===== config.mk =====
export PLATFORM = sky130hd
export DESIGN_NAME = gwfp_cell
export DESIGN_NICKNAME = d
export VERILOG_FILES = /design/src/design/gwfp_pkg.sv /design/src/design/gwfp_cell.sv
export SDC_FILE = /design/constraint.sdc
export NUM_CORES = 1
export LEC_CHECK = 0
export BUFFER_PORTS_ARGS = -buffer_cell sky130_fd_sc_hd__buf_4
export CORE_MARGIN = 5
export CORE_UTILIZATION = 45
export DETAILED_ROUTE_END_ITERATION = 7
export GPL_ROUTABILITY_DRIVEN = 0
export HOLD_SLACK_MARGIN = 0.02
export SLEW_MARGIN = 40
export SYNTH_ARGS = -nofsm -noshare
export SYNTH_HDL_FRONTEND = slang
export SYNTH_SLANG_ARGS = --single-unit

===== constraint.sdc =====
create_clock -name clk -period 7.36 [get_ports clk]
set_input_delay 0.736 -clock clk [delete_from_list [all_inputs] [get_ports clk]]
set_output_delay 0.736 -clock clk [all_outputs]
set_load 0.02 [all_outputs]

===== src/design/gwfp_pkg.sv =====
// ----------------------------------------------------------------------------
// gwfp_pkg: shared types and constants of the gapped window fingerprint core
// Payload structs, modular arithmetic constants and the table of root powers.
// ----------------------------------------------------------------------------
package gwfp_pkg;

    // Field widths fixed by the interface
    localparam int SYM_PORT_W = 8;
    localparam int WS_W       = 16;
    localparam int FP_W       = 31;
    localparam int MASK_W     = 32;
    localparam int RANK_W     = 5;

    // Parameter defaults
    localparam int WINDOW_LEN_DEF  = 32;
    localparam int SYMBOL_BITS_DEF = 8;
    localparam int MAX_LEN_DEF     = 65536;

    // Prime field: P = 15 * 2^27 + 1, so 2^31 = 2^27 - 1 (mod P)
    localparam logic [FP_W-1:0] FP_PRIME = 31'd2013265921;
    localparam logic [FP_W-1:0] FP_ROOT  = 31'd440564289;
    localparam int FOLD_SH = 27;

    // Widths of the product reduction steps
    localparam int PROD_W = SYM_PORT_W + FP_W;   // widest symbol times coefficient
    localparam int V1_W   = 36;                  // after first fold
    localparam int V2_W   = 33;                  // after second fold
    localparam int V3_W   = 32;                  // after third fold

    localparam logic [MASK_W-1:0] MASK_RESET = 32'hFFFF_FFFF;

    typedef logic [MASK_W-1:0][FP_W-1:0] gwfp_pow_tab_t;

    // ROOT^k mod P for k = 0 .. 31, evaluated at elaboration
    function automatic gwfp_pow_tab_t calc_root_pows();
        gwfp_pow_tab_t tab;
        logic [63:0]   pw;
        pw = 64'd1;
        for (int k = 0; k < MASK_W; k++) begin
            tab[k] = pw[FP_W-1:0];
            pw     = (pw * 64'(FP_ROOT)) % 64'(FP_PRIME);
        end
        return tab;
    endfunction

    localparam gwfp_pow_tab_t ROOT_POW = calc_root_pows();

    typedef struct packed {
        logic [SYM_PORT_W-1:0] symbol;
        logic                  new_string;
    } gwfp_in_t;

    typedef struct packed {
        logic [WS_W-1:0] window_start;
        logic [FP_W-1:0] fingerprint;
    } gwfp_out_t;

    // Stage load strobes shared by every cell of the chain
    typedef struct packed {
        logic ld1;        // load product stage
        logic ld2;        // load fold stage
        logic ld3;        // load reduced term stage
        logic chain_upd;  // advance partial sums
        logic chain_clr;  // drop the neighbor's partial sum
        logic win_shift;  // shift the symbol window
    } gwfp_cell_ctl_t;

endpackage


===== src/design/gwfp_cell.sv =====
// ----------------------------------------------------------------------------
// gwfp_cell: one tap of the transposed modular filter
// Holds one window symbol, multiplies the broadcast symbol by its coefficient,
// reduces the product mod P in three steps and adds the neighbor's partial sum.
// ----------------------------------------------------------------------------
module gwfp_cell #(
    parameter int SYM_W = gwfp_pkg::SYMBOL_BITS_DEF
) (
    input  logic                          clk,
    input  logic                          rst_n,
    input  gwfp_pkg::gwfp_cell_ctl_t      ctl,
    input  logic [SYM_W-1:0]              x,
    input  logic [SYM_W-1:0]              win_in,
    input  logic [gwfp_pkg::FP_W-1:0]     coef,
    input  logic [gwfp_pkg::FP_W-1:0]     sum_in,
    output logic [SYM_W-1:0]              win_out,
    output logic [gwfp_pkg::FP_W-1:0]     sum_out,
    output logic [gwfp_pkg::FP_W-1:0]     sum_next
);
    import gwfp_pkg::*;

    localparam int P_W = SYM_W + FP_W;

    logic [SYM_W-1:0]  win_reg;
    logic [P_W-1:0]    prod_reg;
    logic [V2_W-1:0]   fold_reg;
    logic [FP_W-1:0]   term_reg;
    logic [FP_W-1:0]   sum_reg;

    logic [PROD_W-1:0]      prod_ext;
    logic [SYM_PORT_W-1:0]  hi1;
    logic [V1_W-1:0]        v1;
    logic [V1_W-FP_W-1:0]   hi2;
    logic [V2_W-1:0]        v2;
    logic [V2_W-FP_W-1:0]   hi3;
    logic [V3_W-1:0]        v3;
    logic [FP_W-1:0]        term_next;
    logic [FP_W-1:0]        addend;
    logic [FP_W:0]          acc;

    // First two folds: replace each 2^31 by 2^27 - 1
    always_comb
    begin
        prod_ext = PROD_W'(prod_reg);
        hi1      = prod_ext[PROD_W-1:FP_W];
        v1       = V1_W'(prod_ext[FP_W-1:0]) + (V1_W'(hi1) << FOLD_SH) - V1_W'(hi1);
        hi2      = v1[V1_W-1:FP_W];
        v2       = V2_W'(v1[FP_W-1:0]) + (V2_W'(hi2) << FOLD_SH) - V2_W'(hi2);
    end

    // Last fold and a single subtract bring the term below P
    always_comb
    begin
        hi3 = fold_reg[V2_W-1:FP_W];
        v3  = V3_W'(fold_reg[FP_W-1:0]) + (V3_W'(hi3) << FOLD_SH) - V3_W'(hi3);
        if (v3 >= V3_W'(FP_PRIME))
        begin
            term_next = FP_W'(v3 - V3_W'(FP_PRIME));
        end
        else
        begin
            term_next = v3[FP_W-1:0];
        end
    end

    // Add the neighbor's partial sum mod P
    always_comb
    begin
        addend = ctl.chain_clr ? '0 : sum_in;
        acc    = {1'b0, term_reg} + {1'b0, addend};
        if (acc >= {1'b0, FP_PRIME})
        begin
            sum_next = FP_W'(acc - {1'b0, FP_PRIME});
        end
        else
        begin
            sum_next = acc[FP_W-1:0];
        end
    end

    assign win_out = win_reg;
    assign sum_out = sum_reg;

    // Window symbol and partial sum
    always_ff @(posedge clk or negedge rst_n)
    begin
        if (!rst_n)
        begin
            win_reg <= '0;
            sum_reg <= '0;
        end
        else
        begin
            if (ctl.win_shift)
            begin
                win_reg <= win_in;
            end
            if (ctl.chain_upd)
            begin
                sum_reg <= sum_next;
            end
        end
    end

    // Product and reduction stages
    always_ff @(posedge clk)
    begin
        if (ctl.ld1)
        begin
            prod_reg <= P_W'(x) * P_W'(coef);
        end
        if (ctl.ld2)
        begin
            fold_reg <= v2;
        end
        if (ctl.ld3)
        begin
            term_reg <= term_next;
        end
    end

endmodule


==> flow_summary.toml <==
[status]
status = "completed"

[floorplan]
floorplan.initialDensity_pct = 45.2
fp.dieW_um = 231
core_area_um2 = 48600
rows = 81
dieArea_um2 = 53400
pin_count = 156
die_h_um = 231

[timing]
rsz0062_at_grt = "false"
finalMaxSlewViolations = 0
max_slew_margin_pct = 39.4
min_period_ns = 6.92
tns_ns = 0
post-route-period-util_pct = 94.0
hold_violations = 0
skew_ns = 0.0114
max_clock_freq_ghz = 0.144
finalSetupViolCount = 0
tightestPinTransition_ns = 0.906

[global_route]
grt_pass1_vias = 18600
antenna_found_initial = 0
grt_overflow_total = 0
grt_max_degree = 47
track_usage_pct = 20.4
grt_pass1_wl_um = 90800

[layout]
drive_gt1_share_pct = 9.97
largest_reg_flops = 39
diodes = 0
syn_to_final_growth_pct = 10.4
nNetsFinal = 3120

[yosys]
muxShareOfSynthArea_pct = 1.11
synth_compound_area_share_pct = 17.5
ys_async_sr_fraction_pct = 27.5
synth_most_common_cell = "inv_1"
synth-seq-area-share_pct = 18.5
yosys.area_share.xor_xnor_pct = 6.26
synth_top_family_by_area = "adder cells"
syn_area_per_cell_um2 = 8.67
synth_area_leaders = "fa_1, edfxtp_1, ha_1, inv_1, and2_1"
synth_top_cell_area_share_pct = 16.2
yosysWarningCount = 0
ys_seq_elements = 142
synth_ff_type = "edfxtp_1"
synth_nets = 3008
synthAdderAreaFrac_pct = 28.2
synth_edf_count = 103
syn_inst = 2534
synth_area_um2 = 22000
synth-simple-area-share_pct = 20.8
yosys.area.top_type = "fa_1"
synthTopCellsByCount = "inv_1, and2_1, ha_1"
yosysUniqueCellTypes = 102

[worst_setup_path]
critical_path_class = "reg -> reg"
cp_common_cell = "ha_1"
crit_path_start = "prod_ext[1]"
cp-endpoint = "fold_reg[31]"
slowest_delay_ns = 0.50
end_kind = "flop"
cp_slowest_cell = "a2111oi_0"
start_kind = "flop"
critPathBufInv = 0
cp_top_family = "compound AO/OA/AOI/OAI gates"
r2r_start = "prod_ext[1]"
r2r_setup_slack_ns = 0.44
r2r.worst_path.cells = 27
worstPathMaxFanout = 4
r2r-end = "fold_reg[31]"
critPathArrivalTime_ns = 7.11
cp.required_ns = 7.55
cp.depth = 27

[clock_network]
cts_max_level = 4
numCtsBuffers = 17
ctsHoldBuffers = 0
cts_root_buf = "clkbuf_16"
clock_latency_ns = 0.45
cts_buffer_depth = 2
cts_sinks = 142
cts_tree = "done"
clkTransAtPathRegs_ns = 0.07

[routing]
vias = 18200
detail-route-antenna-nets = 0
drc_errors = 0
dr.pass1.iters = 6
drt_iter0_markers = 971
drt-total-wl_um = 54500
avgViaCountPerCell = 5.54
routedWlPerCell_um = 16.6

[job]
maxCapViolations = 0

[placement]
dp_hpwl_um = 44400
port_buffers = 155

[min_path]
min-delay-path-class = "in -> async"
==> placed cells by master, fill, tap and decap left out, types with 10 or more instances in the layout <==
cell type / netlist / final
or3_1: 15 / 15
clkbuf_16: 0 / 17
inv_1: 374 / 374
xnor2_1: 94 / 94
a31oi_1: 36 / 35
a211oi_1: 13 / 12
o21ai_0: 87 / 87
nor4_1: 20 / 20
nor2_1: 132 / 132
o31ai_1: 27 / 27
o21bai_1: 14 / 14
o21a_1: 38 / 38
nand2b_1: 30 / 30
a21o_1: 64 / 64
and2_1: 213 / 213
nor3_1: 39 / 39
and4_1: 12 / 12
buf_4: 3 / 156
xor2_1: 63 / 63
a21oi_1: 115 / 115
nand2_1: 174 / 174
nor3b_1: 10 / 10
nor2b_1: 57 / 57
o211ai_1: 15 / 15
mux2_2: 19 / 19
nand3_1: 38 / 38
edfxtp_1: 103 / 103
dfrtp_1: 39 / 39
and3_1: 28 / 28
fa_1: 178 / 178
ha_1: 210 / 210
nand4_1: 20 / 20
==> layer usage <==
layer  global-route usage (%)  wire length, µm
met1                     25.2            23800
met2                     38.0            28200
met3                     2.07             1480
met4                     5.03             1040
met5                        0                0
==> how the worst min path moves through the flow <==
stage / start / endpoint
2_1_floorplan: rst_n / sum_out[0]
3_3_place_gp: sum_out[29] / sum_out[29]
3_5_place_dp: sum_out[29] / sum_out[29]
4_1_cts: rst_n / sum_out[9]
5_1_grt: rst_n / sum_out[9]
6_report: rst_n / sum_out[9]
==> through the flow <==
stage	util (%)	hold WS, ns	setup slack, ns	instances	cell area (µm²)
after floorplan	-	0.440	1.25	2534	22000
after global placement	48.6	0.478	0.593	3249	23700
after detailed placement	48.6	0.484	0.486	3249	23700
after CTS	49.9	0.259	0.474	3281	24300
after global routing	49.9	0.297	0.0609	3281	24300
final	49.9	0.254	0.438	3281	24300
==> cells by family (layout without fill, tap and decap cells) <==
group | count (synthesis) | after routing
simple gates | 839 | 839
fa+ha+maj | 388 | 388
compound gates | 548 | 548
mux | 22 | 22
xor+xnor | 157 | 157
buf+inv | 438 | 563
flops | 142 | 142
==> final cells by class <==
type,count,area [µm²]
Tap cell,622,778
Clock buffer,17,425
Sequential cell,142,4070
Timing Repair Buffer,156,1170
Fill cell,4678,24400
Clock inverter,15,176
Inverter,375,1410
Multi-Input combinational cell,1954,16200
==> repair_timing <==
action | 4_1_cts | 5_1_grt
buffers inserted | 0 | 0
resized for setup | 0 | 1
setup endpoints to repair | 0 | 1
Power is left out: the tool's default activity adds up to more than one toggle a clock period on the data nets, which glitch-free logic cannot reach.
